File: config.mk
export PLATFORM = sky130hd
export DESIGN_NAME = lfr_ctrl
export DESIGN_NICKNAME = d
export VERILOG_FILES = /design/src/hw/rtl/lfr_pkg.sv /design/src/hw/rtl/lfr_ctrl.sv
export SDC_FILE = /design/constraint.sdc
export NUM_CORES = 1
export LEC_CHECK = 0
export BUFFER_PORTS_ARGS = -buffer_cell sky130_fd_sc_hd__buf_4
export CAP_MARGIN = 20
export CORE_AREA = 2 2 41 50
export CTS_BUF_LIST = sky130_fd_sc_hd__clkbuf_16
export CTS_CLUSTER_SIZE = 30
export DETAILED_ROUTE_END_ITERATION = 8
export DIE_AREA = 0 0 43 52
export HOLD_SLACK_MARGIN = 0.08
export MAX_ROUTING_LAYER = met4
export PLACE_DENSITY = 0.76
export REMOVE_ABC_BUFFERS = 1
export SLEW_MARGIN = 10
export SYNTH_ARGS = -nofsm -noshare
export SYNTH_HDL_FRONTEND = slang
export SYNTH_SLANG_ARGS = --single-unit
File: constraint.sdc
create_clock -name clk -period 2.2 [get_ports clk]
set_clock_uncertainty 0.15 [all_clocks]
set_input_delay 0.66 -clock clk [delete_from_list [all_inputs] [get_ports clk]]
set_output_delay 0.66 -clock clk [all_outputs]
set_load 0.01 [all_outputs]
File: src/hw/rtl/lfr_pkg.sv
// Shared widths, codes and controller/datapath interface types.
`default_nettype none

package lfr_pkg;

    localparam int VALUE_WIDTH = 32;
    localparam int WIDTH_W     = 32;
    localparam int RADIUS_W    = 16;
    localparam int CFG_INDEX_W = 1;
    localparam int CFG_DATA_W  = RADIUS_W;
    localparam logic [RADIUS_W-1:0] RADIUS_RESET = 16'd6554;

    localparam int S_TDATA_W = VALUE_WIDTH + WIDTH_W;
    localparam int S_TUSER_W = 2;
    localparam int M_TDATA_W = 2 * VALUE_WIDTH;

    // differences and the shared multiplier
    localparam int DIFF_W = VALUE_WIDTH + 1;
    localparam int MUL_W  = DIFF_W;
    localparam int PROD_W = 2 * MUL_W;
    localparam int RDX_W  = RADIUS_W + WIDTH_W;
    localparam int S_W    = PROD_W;
    localparam int T_W    = 2 * RDX_W;

    // limiter terms in sixths of a difference, and the divide-by-three lanes
    localparam int LIM_W      = 40;
    localparam int DIV_DIGITS = 8;
    localparam int LANES      = 6;

    typedef enum logic [CFG_INDEX_W-1:0] {
        CFG_RADIUS  = 1'b0,
        CFG_ENFORCE = 1'b1
    } cfg_index_t;

    typedef enum logic [2:0] {
        MUL_RDX  = 3'd0,
        MUL_AP   = 3'd1,
        MUL_AM   = 3'd2,
        MUL_TLO  = 3'd3,
        MUL_TMID = 3'd4,
        MUL_THI  = 3'd5
    } mul_op_t;

    typedef enum logic [2:0] {
        ACC_NONE  = 3'd0,
        ACC_RDX   = 3'd1,
        ACC_S_SET = 3'd2,
        ACC_S_ADD = 3'd3,
        ACC_T_SET = 3'd4,
        ACC_T_MID = 3'd5,
        ACC_T_HI  = 3'd6
    } acc_op_t;

    typedef struct packed {
        logic    take;
        mul_op_t mul_op;
        acc_op_t acc_op;
        logic    lim_load;
        logic    lane_load;
        logic    div_step;
        logic    cmp_load;
        logic    out_load;
    } lfr_cmd_t;

    typedef struct packed {
        logic emit_due;
    } lfr_status_t;

endpackage

`default_nettype wire

File: src/hw/rtl/lfr_ctrl.sv
// Sequencer for the face reconstruction: handshakes and per-step commands.
`default_nettype none

module lfr_ctrl (
    input  logic                 clk,
    input  logic                 rst_n,
    input  logic                 s_tvalid,
    output logic                 s_tready,
    output logic                 m_tvalid,
    input  logic                 m_tready,
    input  lfr_pkg::lfr_status_t status,
    output lfr_pkg::lfr_cmd_t    cmd
);

    typedef enum logic [9:0] {
        ST_IDLE = 10'b0000000001,
        ST_RDX  = 10'b0000000010,
        ST_AP   = 10'b0000000100,
        ST_AM   = 10'b0000001000,
        ST_TLO  = 10'b0000010000,
        ST_TMID = 10'b0000100000,
        ST_THI  = 10'b0001000000,
        ST_TACC = 10'b0010000000,
        ST_CMP  = 10'b0100000000,
        ST_FACE = 10'b1000000000
    } state_t;

    state_t state_reg, state_next;
    logic   m_tvalid_reg, m_tvalid_next;
    logic   slot_free;

    assign slot_free = !m_tvalid_reg || m_tready;
    assign s_tready  = (state_reg == ST_IDLE);
    assign m_tvalid  = m_tvalid_reg;

    always_comb
    begin
        cmd        = '0;
        cmd.mul_op = lfr_pkg::MUL_AP;
        cmd.acc_op = lfr_pkg::ACC_NONE;
        state_next = state_reg;
        case (state_reg)
            ST_IDLE:
            begin
                cmd.take = s_tvalid;
                if (s_tvalid && status.emit_due)
                begin
                    state_next = ST_RDX;
                end
            end
            ST_RDX:
            begin
                cmd.mul_op   = lfr_pkg::MUL_RDX;
                cmd.lim_load = 1'b1;
                state_next   = ST_AP;
            end
            ST_AP:
            begin
                cmd.mul_op    = lfr_pkg::MUL_AP;
                cmd.acc_op    = lfr_pkg::ACC_RDX;
                cmd.lane_load = 1'b1;
                state_next    = ST_AM;
            end
            ST_AM:
            begin
                cmd.mul_op   = lfr_pkg::MUL_AM;
                cmd.acc_op   = lfr_pkg::ACC_S_SET;
                cmd.div_step = 1'b1;
                state_next   = ST_TLO;
            end
            ST_TLO:
            begin
                cmd.mul_op   = lfr_pkg::MUL_TLO;
                cmd.acc_op   = lfr_pkg::ACC_S_ADD;
                cmd.div_step = 1'b1;
                state_next   = ST_TMID;
            end
            ST_TMID:
            begin
                cmd.mul_op   = lfr_pkg::MUL_TMID;
                cmd.acc_op   = lfr_pkg::ACC_T_SET;
                cmd.div_step = 1'b1;
                state_next   = ST_THI;
            end
            ST_THI:
            begin
                cmd.mul_op   = lfr_pkg::MUL_THI;
                cmd.acc_op   = lfr_pkg::ACC_T_MID;
                cmd.div_step = 1'b1;
                state_next   = ST_TACC;
            end
            ST_TACC:
            begin
                cmd.acc_op   = lfr_pkg::ACC_T_HI;
                cmd.div_step = 1'b1;
                state_next   = ST_CMP;
            end
            ST_CMP:
            begin
                cmd.cmp_load = 1'b1;
                state_next   = ST_FACE;
            end
            ST_FACE:
            begin
                // hold here until the output register can take the beat
                cmd.out_load = slot_free;
                if (slot_free)
                begin
                    state_next = ST_IDLE;
                end
            end
            default:
            begin
                state_next = ST_IDLE;
            end
        endcase
    end

    always_comb
    begin
        m_tvalid_next = m_tvalid_reg;
        if (cmd.out_load)
        begin
            m_tvalid_next = 1'b1;
        end
        else if (m_tready)
        begin
            m_tvalid_next = 1'b0;
        end
    end

    always_ff @(posedge clk or negedge rst_n)
    begin
        if (!rst_n)
        begin
            state_reg    <= ST_IDLE;
            m_tvalid_reg <= 1'b0;
        end
        else
        begin
            state_reg    <= state_next;
            m_tvalid_reg <= m_tvalid_next;
        end
    end

endmodule

`default_nettype wire

==> results of run 1 <==
[worst max path at each step]
stage	startpoint	to	slack [ps]
2_1_floorplan	state_reg[4]	cmd[11]	-140
3_3_place_gp	state_reg[2]	cmd[6]	1
3_5_place_dp	state_reg[2]	cmd[6]	-20
4_1_cts	state_reg[1]	cmd[5]	-250
5_1_grt	state_reg[4]	cmd[8]	-350
6_report	state_reg[2]	cmd[5]	-300
[cell usage in the layout (no fill, tap or decap), types with 2 or more instances in the layout]
cell       instances
nor2_1             9
nor4b_2            3
dfrtp_1           10
nor3_1             2
and2_1             2
nand4_1            2
nand2_1            3
buf_6              4
inv_1              2
clkbuf_16          3
buf_4             37
and4b_1            3
nor2b_1            3
xor2_1             3
a21oi_1            3
nor4_4             3
o21ai_0            3
nand2b_1           3
[timing repair]
item | in CTS | in global routing
setup endpoints to repair | 13 | 13
resized for setup | 9 | 10
setup buffers | 7 | 4
hold endpoints to repair | 0 | 0
pin swaps | 10 | 5
[final cells by class]
type	instances	area [um^2]
flip-flops and latches	11	277
clock inverters	1	3.75
well taps	19	23.8
fillers	142	579
clock buffers	3	75.1
inverters	2	7.51
multi-input cells	62	498
repair buffers	41	323
[per-stage QoR]
stage | util | power, W | std cells
after global placement | 0.556 | 0.000713 | 127
final | 0.676 | 0.00123 | 139
after CTS | 0.648 | 0.00116 | 137
after floorplan | - | 0.000530 | 75
after global routing | 0.676 | 0.00130 | 139
after detailed placement | 0.556 | 0.000725 | 127
[power by group through the flow]
stage / logic (W) / clock network [W] / registers [W]
after floorplan: 0.000239 / 0 / 0.000291
after global placement: 0.000432 / 0 / 0.000281
after detailed placement: 0.000442 / 0 / 0.000282
after CTS: 0.000546 / 0.000330 / 0.000279
after global routing: 0.000675 / 0.000342 / 0.000285
final: 0.000625 / 0.000325 / 0.000279
[routing by layer]
metal	up-vias	global-route usage	wire (um)
met3	5	0.0451	93
met4	0	0.0808	28
met5	-	-	0
li1	370	-	-
met1	379	0.214	829
met2	23	0.381	1190
[cell families (layout without fill, tap and decap cells)]
| logic type | after synthesis | in the layout | synth area share |
|---|---|---|---|
| AND/OR/NAND/NOR | 46 | 46 | 0.432 |
| AO/OA/AOI/OAI | 12 | 12 | 0.103 |
| flip-flops | 11 | 11 | 0.367 |
| buffers and inverters | 8 | 47 | 0.0515 |
| XOR/XNOR | 4 | 4 | 0.0465 |
==> impl_metrics.csv, run 1 <==
group,metric,value,unit
setup_path,slowest_delay,400,ps
global_route,grt_pass1_vias,750,
final_layout,diodes,0,
synthesis,ys.flop_type,"dfrtp_1",
timing,max_freq,400,MHz
synthesis,synth_area_per_cell,9.30,um^2
timing,setup_viol,13,
synthesis,yosysTopAreaCell,"dfrtp_1",
floorplanning,die-area,0.00224,mm^2
detailed_routing,wl_per_cell,15.4,um
global_route,grt_usage,0.207,
synthesis,synth_top_area_share,0.332,
placement,placed_cell_area,993,um^2
floorplanning,core_area,0.00179,mm^2
power,p_sw,0.000417,W
synthesis,synthTopCellsByArea,"dfrtp_1 (33%), nor4_4 (8.5%), and4b_1 (5.3%), nor2_1 (5.0%), dfstp_2 (3.5%)",
timing,tns,-2410,ps
setup_path,reg2reg_slack,500,ps
global_route,grt_pass1_wl,3.34,mm
setup_path,cpLargestDelayFamily,"simple AND/OR/NAND/NOR gates",
synthesis,synth_common_cells,"dfrtp_1 (10), nor2_1 (10), and4b_1 (4), buf_2 (4), nand2_1 (4)",
power,powerDensity,1020,mW/mm^2
setup_path,worstSetupStartpointType,"flip-flop",
setup_path,crit_chain,"nor4_4 -> nand2_4 -> nor4_2 -> or2_2 -> buf_4",
setup_path,crit_type,"reg -> out",
timing,fin_crit,2500,ps
global_route,overflow,0,
clocking,cts_buffers,3,
clocking,path_clk_slew,40,ps
detailed_routing,num_vias,777,
final_layout,final_nets,126,
run_status,status,"finished, violations left",
detailed_routing,finalWirelength,2.14,mm
power,power_frac_comb,0.509,
setup_path,rr_endpoint,"state_reg[1]",
placement,dp_slack,-16.7,ps
timing,finalWorstSetupSlack,-298,ps
clocking,cts_tree,"yes",
detailed_routing,ant_nets,0,
clocking,clk_path_buf_depth,2,
timing,finalHoldViolCount,0,
power,p_int,0.000812,W
setup_path,path_depth,5,
clocking,insertion_delay,240,ps
hold_path,hold_class,"in -> async",
detailed_routing,drc_errors,0,
timing,fin_crit_sh,1.14,
detailed_routing,initialDrtViolationCount,7,
synthesis,synth-seq-cells,11,
synthesis,synthDistinctLibCells,33,
final_layout,final_area,0.00121,mm^2
power,swShare,0.339,
timing,finalMaxSlewViolations,0,
timing,maxSlewHeadroom,0.780,
clocking,holdBufCountCts,0,
timing,worst_hold_slack,103,ps
placement,finalWeightedCongestion,0.924,
synthesis,synth_edf_count,0,
placement,dp_hpwl,1.41,mm
setup_path,worst-endpoint-arrival,1690,ps
power,p_leak,0.579,nW
job,maxCapViolCount,0,
final_layout,drive_gt1_frac,0.533,
global_route,grt_max_degree,12,
setup_path,crit_required,1390,ps
floorplanning,fp.dieW,43,um
synthesis,yosysWarnings,0,
setup_path,r2r_cells,7,
clocking,clock-sinks,11,
synthesis,syn_inst,81,
synthesis,synth-seq-area-share,0.367,
clocking,cts_root_buffer,"clkbuf_16",
run_status,violations,"setup timing",
setup_path,critPathMaxFanout,7,
setup_path,end_kind,"output port",
power,seqPwrFrac,0.227,
synthesis,synth_async_sr_flop_share,1.00,
timing,worst_pin_slew,329,ps
power,ir_drop,679,uV
floorplanning,rows,17,
setup_path,cp_slowest_cell,"dfrtp_1",
floorplanning,die_h,52,um
detailed_routing,viasPerCell,5.59,
global_route,antenna_found_initial,0,
floorplanning,initial_utilization,0.422,
floorplanning,ios,19,
final_layout,largest_reg_flops,10,
timing,rsz0062_at_grt,"true",
setup_path,crit_buf_inv,1,
placement,io_buffers,18,
synthesis,synth_area,753,um^2
final_layout,syn2layout_area_growth,60.3,%
setup_path,timing.rr.start,"state_reg[4]",
power,clkPwrFrac,0.265,
clocking,htree_levels,1,
detailed_routing,drtPass1Iterations,4,
Note: power is estimated with default switching activity, not from simulation.
==> run 2: changes to the inputs <==
==> constraint.sdc (replaced) <==
create_clock -name clk -period 2.7 [get_ports clk]
set_clock_uncertainty 0.15 [all_clocks]
set_input_delay 0.81 -clock clk [delete_from_list [all_inputs] [get_ports clk]]
set_output_delay 0.81 -clock clk [all_outputs]
set_load 0.01 [all_outputs]
==> run 2 against run 1 <==
Compared with the run above:
- the flow now finishes without violations
- register-to-register slack improved by 540 ps
- routed wire length fell by 17%
- total power fell by 30%
- via count fell by 9.9%
- count of clock-buffer cells in the layout did not move
- worst setup slack improved by 310 ps
- cell count fell by 8.6%
- sequential power fell by 12%
- sequential cell count did not move
- combinational power fell by 43%
- non-clock buffer count fell by 13
- hold slack improved by 150 ps
- highest routed layer unchanged
==> impl_metrics.csv, run 2 (synthesis gave the netlist of run 1 again) <==
group,metric,value,unit
run_status,status,"complete, no violations",
floorplanning,core_area,0.00179,mm^2
job,maxCapViolCount,0,
global_route,grt_max_degree,12,
timing,max_freq,372,MHz
floorplanning,rows,17,
final_layout,final_common_cell,"buf_4",
final_layout,drive_gt1_frac,0.417,
detailed_routing,finalWirelength,1.77,mm
clocking,holdBufCountCts,0,
power,power.total,0.000865,W
floorplanning,initial_utilization,0.422,
timing,setup_viol,0,
setup_path,crit_type,"reg -> out",
floorplanning,fp.dieW,43,um
global_route,grt_pass1_vias,703,
global_route,antenna_found_initial,0,
detailed_routing,drtPass1Iterations,4,
floorplanning,die_h,52,um
final_layout,fillers,159,
timing,finalHoldViolCount,0,
final_layout,diodes,0,
clocking,insertion_delay,240,ps
setup_path,crit_required,1740,ps
setup_path,worstSetupStartpointType,"flip-flop",
detailed_routing,ant_nets,0,
clocking,path_clk_slew,40,ps
setup_path,r2r_cells,5,
clocking,cts_buffers,3,
timing,maxSlewHeadroom,0.790,
floorplanning,ios,19,
final_layout,final_nets,114,
clocking,htree_levels,1,
detailed_routing,initialDrtViolationCount,10,
final_layout,syn2layout_area_growth,42.7,%
floorplanning,die-area,0.00224,mm^2
timing,tns,0,ps
timing,worst_hold_slack,250,ps
final_layout,final_cell_mix,"buf_4 (28), nor2_1 (9), dfrtp_1 (9)",
placement,dp_slack,214,ps
final_layout,largest_reg_flops,10,
timing,worst_pin_slew,312,ps
clocking,clk_path_buf_depth,2,
placement,io_buffers,18,
power,p_leak,0.508,nW
timing,finalWorstSetupSlack,13.4,ps
detailed_routing,drc_errors,0,
setup_path,critPathMaxFanout,5,
placement,dp_hpwl,1.21,mm
placement,finalWeightedCongestion,0.789,
global_route,overflow,0,
timing,finalMaxSlewViolations,0,
detailed_routing,wl_per_cell,13.9,um
detailed_routing,viasPerCell,5.51,
timing,fin_crit_sh,0.995,
setup_path,end_kind,"output port",
final_layout,final_area,0.00107,mm^2
timing,fin_crit,2690,ps
power,powerDensity,805,mW/mm^2
power,ir_drop,451,uV
hold_path,hold_class,"in -> async",
clocking,cts_root_buffer,"clkbuf_16",
setup_path,worst-endpoint-arrival,1730,ps
global_route,grt_usage,0.171,
clocking,clock-sinks,11,
global_route,grt_pass1_wl,2.87,mm
detailed_routing,num_vias,700,
clocking,cts_tree,"yes",
placement,placed_cell_area,918,um^2
timing,rsz0062_at_grt,"true",
[run 2: timing repair]
item	CTS	global route
pin swaps	1	4
endpoints found under the setup margin	3	6
buffers inserted	1	4
gates cloned	0	1
endpoints found under the hold margin	0	0
gates resized for setup	0	7
[run 2: stage by stage]
step	util	instances
after global placement	0.514	117
after global routing	0.602	127
final	0.602	127
after floorplan	-	75
after detailed placement	0.514	117
after CTS	0.562	122
[run 2: final timing paths]
| path | start | end | slack, ps |
|---|---|---|---|
| min reg2reg | state_reg[8] | state_reg[9] | 490 |
| min | rst_n | state_reg[5] | 250 |
| min in group clk | state_reg[8] | state_reg[9] | 490 |
| max | state_reg[3] | cmd[10] | 10 |
| max reg2reg | state_reg[6] | state_reg[0] | 1040 |
| max in group asynchronous | rst_n | state_reg[0] | 1930 |
[run 2: metal layers]
layer  part of all wire  GRT usage  up-vias
li1                   -          -      349
met1               0.41      0.186      336
met2               0.55      0.316       13
met3              0.031     0.0347        2
met4              0.011     0.0455        0
met5                  0          -        -
[run 2: layout make-up]
class / instances / area [um^2] / share of cell area
multi-input cells: 63 / 477 / 0.444
flip-flops and latches: 11 / 278 / 0.258
clock buffers: 3 / 75.1 / 0.0698
repair buffers: 28 / 210 / 0.196
inverters: 2 / 7.51 / 0.00698
clock inverters: 1 / 3.75 / 0.00349
well taps: 19 / 23.8 / 0.0221
[run 2: power breakdown]
group	switching, W	internal, W
clock network	0.0000699	0.000194
registers	0.0000511	0.000195
logic	0.000175	0.000180
total	0.000296	0.000569
[run 2: worst max-delay path, cell delays in order (launching register included)]
cell and delay [ps]:
dfrtp_2 440, nor4_4 300, buf_4 180, nand2_4 80, nor4b_1 300, buf_4 180
==> run 3: changes to the inputs <==
--- a/config.mk
+++ b/config.mk
@@ -5,16 +5,17 @@
 export SDC_FILE = /design/constraint.sdc
 export NUM_CORES = 1
 export LEC_CHECK = 0
+export ABC_AREA = 1
 export BUFFER_PORTS_ARGS = -buffer_cell sky130_fd_sc_hd__buf_4
 export CAP_MARGIN = 20
-export CORE_AREA = 2 2 41 50
+export CORE_AREA = 2 2 40 49
 export CTS_BUF_LIST = sky130_fd_sc_hd__clkbuf_16
 export CTS_CLUSTER_SIZE = 30
 export DETAILED_ROUTE_END_ITERATION = 8
-export DIE_AREA = 0 0 43 52
+export DIE_AREA = 0 0 42 51
 export HOLD_SLACK_MARGIN = 0.08
 export MAX_ROUTING_LAYER = met4
-export PLACE_DENSITY = 0.76
+export PLACE_DENSITY = 0.75
 export REMOVE_ABC_BUFFERS = 1
 export SLEW_MARGIN = 10
 export SYNTH_ARGS = -nofsm -noshare
==> run 3 against run 2 <==
Compared with the run above:
- hold slack got worse by 7.2 ps
- critical endpoint is now cmd[8]
- cell count rose by 15%
- synthesized cell count rose by 31%
- count of clock-buffer cells in the layout did not move
==> impl_metrics.csv, run 3 <==
group,metric,value,unit
run_status,status,"complete, no violations",
setup_path,end_kind,"output port",
clocking,htree_levels,1,
clocking,cts_root_buffer,"clkbuf_16",
synthesis,yosysTopAreaCell,"dfrtp_1",
timing,fin_crit_sh,0.944,
placement,dp_hpwl,1.12,mm
power,clkPwrFrac,0.327,
synthesis,synthTopCellsByArea,"dfrtp_1 (36%), inv_1 (15%), nand2_1 (12%), nor2_1 (9.6%), nand3_1 (5.7%)",
detailed_routing,wl_per_cell,9.95,um
synthesis,yosysWarnings,0,
timing,setup_viol,0,
synthesis,synth_edf_count,0,
setup_path,slowest_delay,550,ps
floorplanning,fp.dieW,42,um
floorplanning,die-area,0.00214,mm^2
power,p_int,0.000530,W
synthesis,synth_top_area_share,0.357,
synthesis,synth_area_per_cell,6.61,um^2
power,ir_drop,719,uV
setup_path,crit_required,1740,ps
timing,rsz0062_at_grt,"false",
floorplanning,rows,17,
final_layout,largest_reg_flops,10,
timing,finalHoldViolCount,0,
setup_path,cp_slowest_cell,"dfstp_2",
detailed_routing,initialDrtViolationCount,9,
global_route,grt_usage,0.167,
power,power_frac_comb,0.414,
timing,tns,0,ps
global_route,antenna_found_initial,0,
hold_path,hold_class,"in -> async",
synthesis,synth-seq-area-share,0.395,
global_route,overflow,0,
timing,maxSlewHeadroom,0.843,
final_layout,final_cell_mix,"inv_1 (28), nand2_1 (23), nor2_1 (18), buf_4 (18), dfrtp_1 (10)",
clocking,holdBufCountCts,0,
clocking,cts_setup_buffers,0,
clocking,cts_buffers,3,
synthesis,synth-seq-cells,11,
floorplanning,initial_utilization,0.407,
detailed_routing,num_vias,664,
power,seqPwrFrac,0.259,
clocking,cts_tree,"yes",
power,p_sw,0.000306,W
timing,max_freq,392,MHz
final_layout,final_common_cell,"inv_1",
detailed_routing,finalWirelength,1.45,mm
timing,fin_crit,2550,ps
clocking,clock-sinks,11,
synthesis,synth_async_sr_flop_share,1.00,
final_layout,postLayoutCoreUtil,0.541,
synthesis,synthDistinctLibCells,15,
synthesis,ys.flop_type,"dfrtp_1",
floorplanning,core_area,0.00172,mm^2
global_route,grt_pass1_wl,2.52,mm
synthesis,synth_area,701,um^2
setup_path,crit_type,"reg -> out",
detailed_routing,drc_errors,0,
detailed_routing,viasPerCell,4.55,
synthesis,yosysMostFrequentCell,"inv_1",
synthesis,synth_common_cells,"inv_1 (28), nand2_1 (23), nor2_1 (18)",
global_route,grt_max_degree,12,
job,maxCapViolCount,0,
floorplanning,ios,19,
synthesis,syn_inst,106,
clocking,insertion_delay,240,ps
placement,finalWeightedCongestion,0.832,
floorplanning,die_h,51,um
final_layout,syn2layout_area_growth,33.0,%
setup_path,worstSetupStartpointType,"flip-flop",
final_layout,diodes,0,
detailed_routing,ant_nets,0,
timing,finalMaxSlewViolations,0,
placement,io_buffers,18,
final_layout,final_nets,133,
power,swShare,0.366,
clocking,cts_resized,0,
power,p_leak,0.651,nW
clocking,path_clk_slew,40,ps
power,powerDensity,897,mW/mm^2
setup_path,critPathMaxFanout,5,
setup_path,crit_chain,"nor2_2 -> nand2_2 -> nor2_1 -> nand2_2 -> inv_1 -> nor2_2 -> nand3_2 -> nand3_1 -> buf_4",
timing,worst_pin_slew,233,ps
final_layout,drive_gt1_frac,0.291,
global_route,grt_pass1_vias,622,
clocking,clk_path_buf_depth,2,
detailed_routing,drtPass1Iterations,4,
setup_path,worst-endpoint-arrival,1590,ps
-- run 3: cell types whose count changed in the layout (fill, tap and decap cells not counted), sizes merged, moves of 4 or more --
cell   delta
and4b     -4
buf      -10
inv      +26
nand2    +21
nand3    +10
nor2     +14
nor4      -4
o21ai     -4
-- run 3: critical path: cells and delay by family (launching register included) --
kind / cells / cell delay (ps)
and+or+nand+nor: 7 / 610
DFF: 1 / 550
buffers and inverters: 2 / 190
-- run 3: power by group through the flow --
stage	Sequential [W]	Combinational (W)	Clock (W)
floorplan	0.000215	0.000234	0
global placement	0.000218	0.000333	0
detailed placement	0.000218	0.000343	0
CTS	0.000217	0.000348	0.000277
global route	0.000219	0.000387	0.000287
finish	0.000217	0.000346	0.000274
-- run 3: cell type report --
type / count / area, um^2
Timing Repair Buffer: 18 / 135
Clock inverter: 1 / 5.00
Multi-Input combinational cell: 65 / 308
Tap cell: 19 / 23.8
Sequential cell: 11 / 277
Fill cell: 154 / 791
Inverter: 29 / 109
Clock buffer: 3 / 75.1
-- run 3: cells by family (layout without fill, tap and decap cells) --
| logic type | count (synthesis) | after routing | share of synthesized area |
|---|---|---|---|
| AO/OA/AOI/OAI | 1 | 1 | 0.00714 |
| buffers and inverters | 30 | 51 | 0.166 |
| flip-flops | 11 | 11 | 0.395 |
| AND/OR/NAND/NOR | 64 | 64 | 0.432 |
-- run 3: per-stage QoR --
stage / cells / setup WS (ps) / total power [W] / hold WS (ps) / instance area (um^2)
final: 146 / 152 / 0.000836 / 243 / 932
after global routing: 146 / 12.8 / 0.000894 / 249 / 932
after CTS: 146 / 153 / 0.000842 / 249 / 932
after detailed placement: 142 / 418 / 0.000562 / 362 / 852
after floorplan: 105 / 550 / 0.000449 / 332 / 693
after global placement: 142 / 443 / 0.000551 / 351 / 852
-- run 3: worst paths after layout --
path / endpoint / startpoint / cells past startpoint / slack [ps]
worst max-delay path: cmd[8] / state_reg[0] / 9 / 150
worst min-delay path: state_reg[1] / rst_n / 1 / 240
worst max register to register: state_reg[0] / state_reg[0] / 8 / 1170
worst min register to register: state_reg[0] / state_reg[0] / 2 / 370
max in group asynchronous: state_reg[0] / rst_n / 1 / 1930
min in group clk: state_reg[0] / state_reg[0] / 2 / 370
-- run 3: per-layer routing --
layer	share of wire	GRT usage
met2	0.56	0.286
met5	0	-
met3	0.024	0.0424
met1	0.40	0.165
met4	0.014	0.113
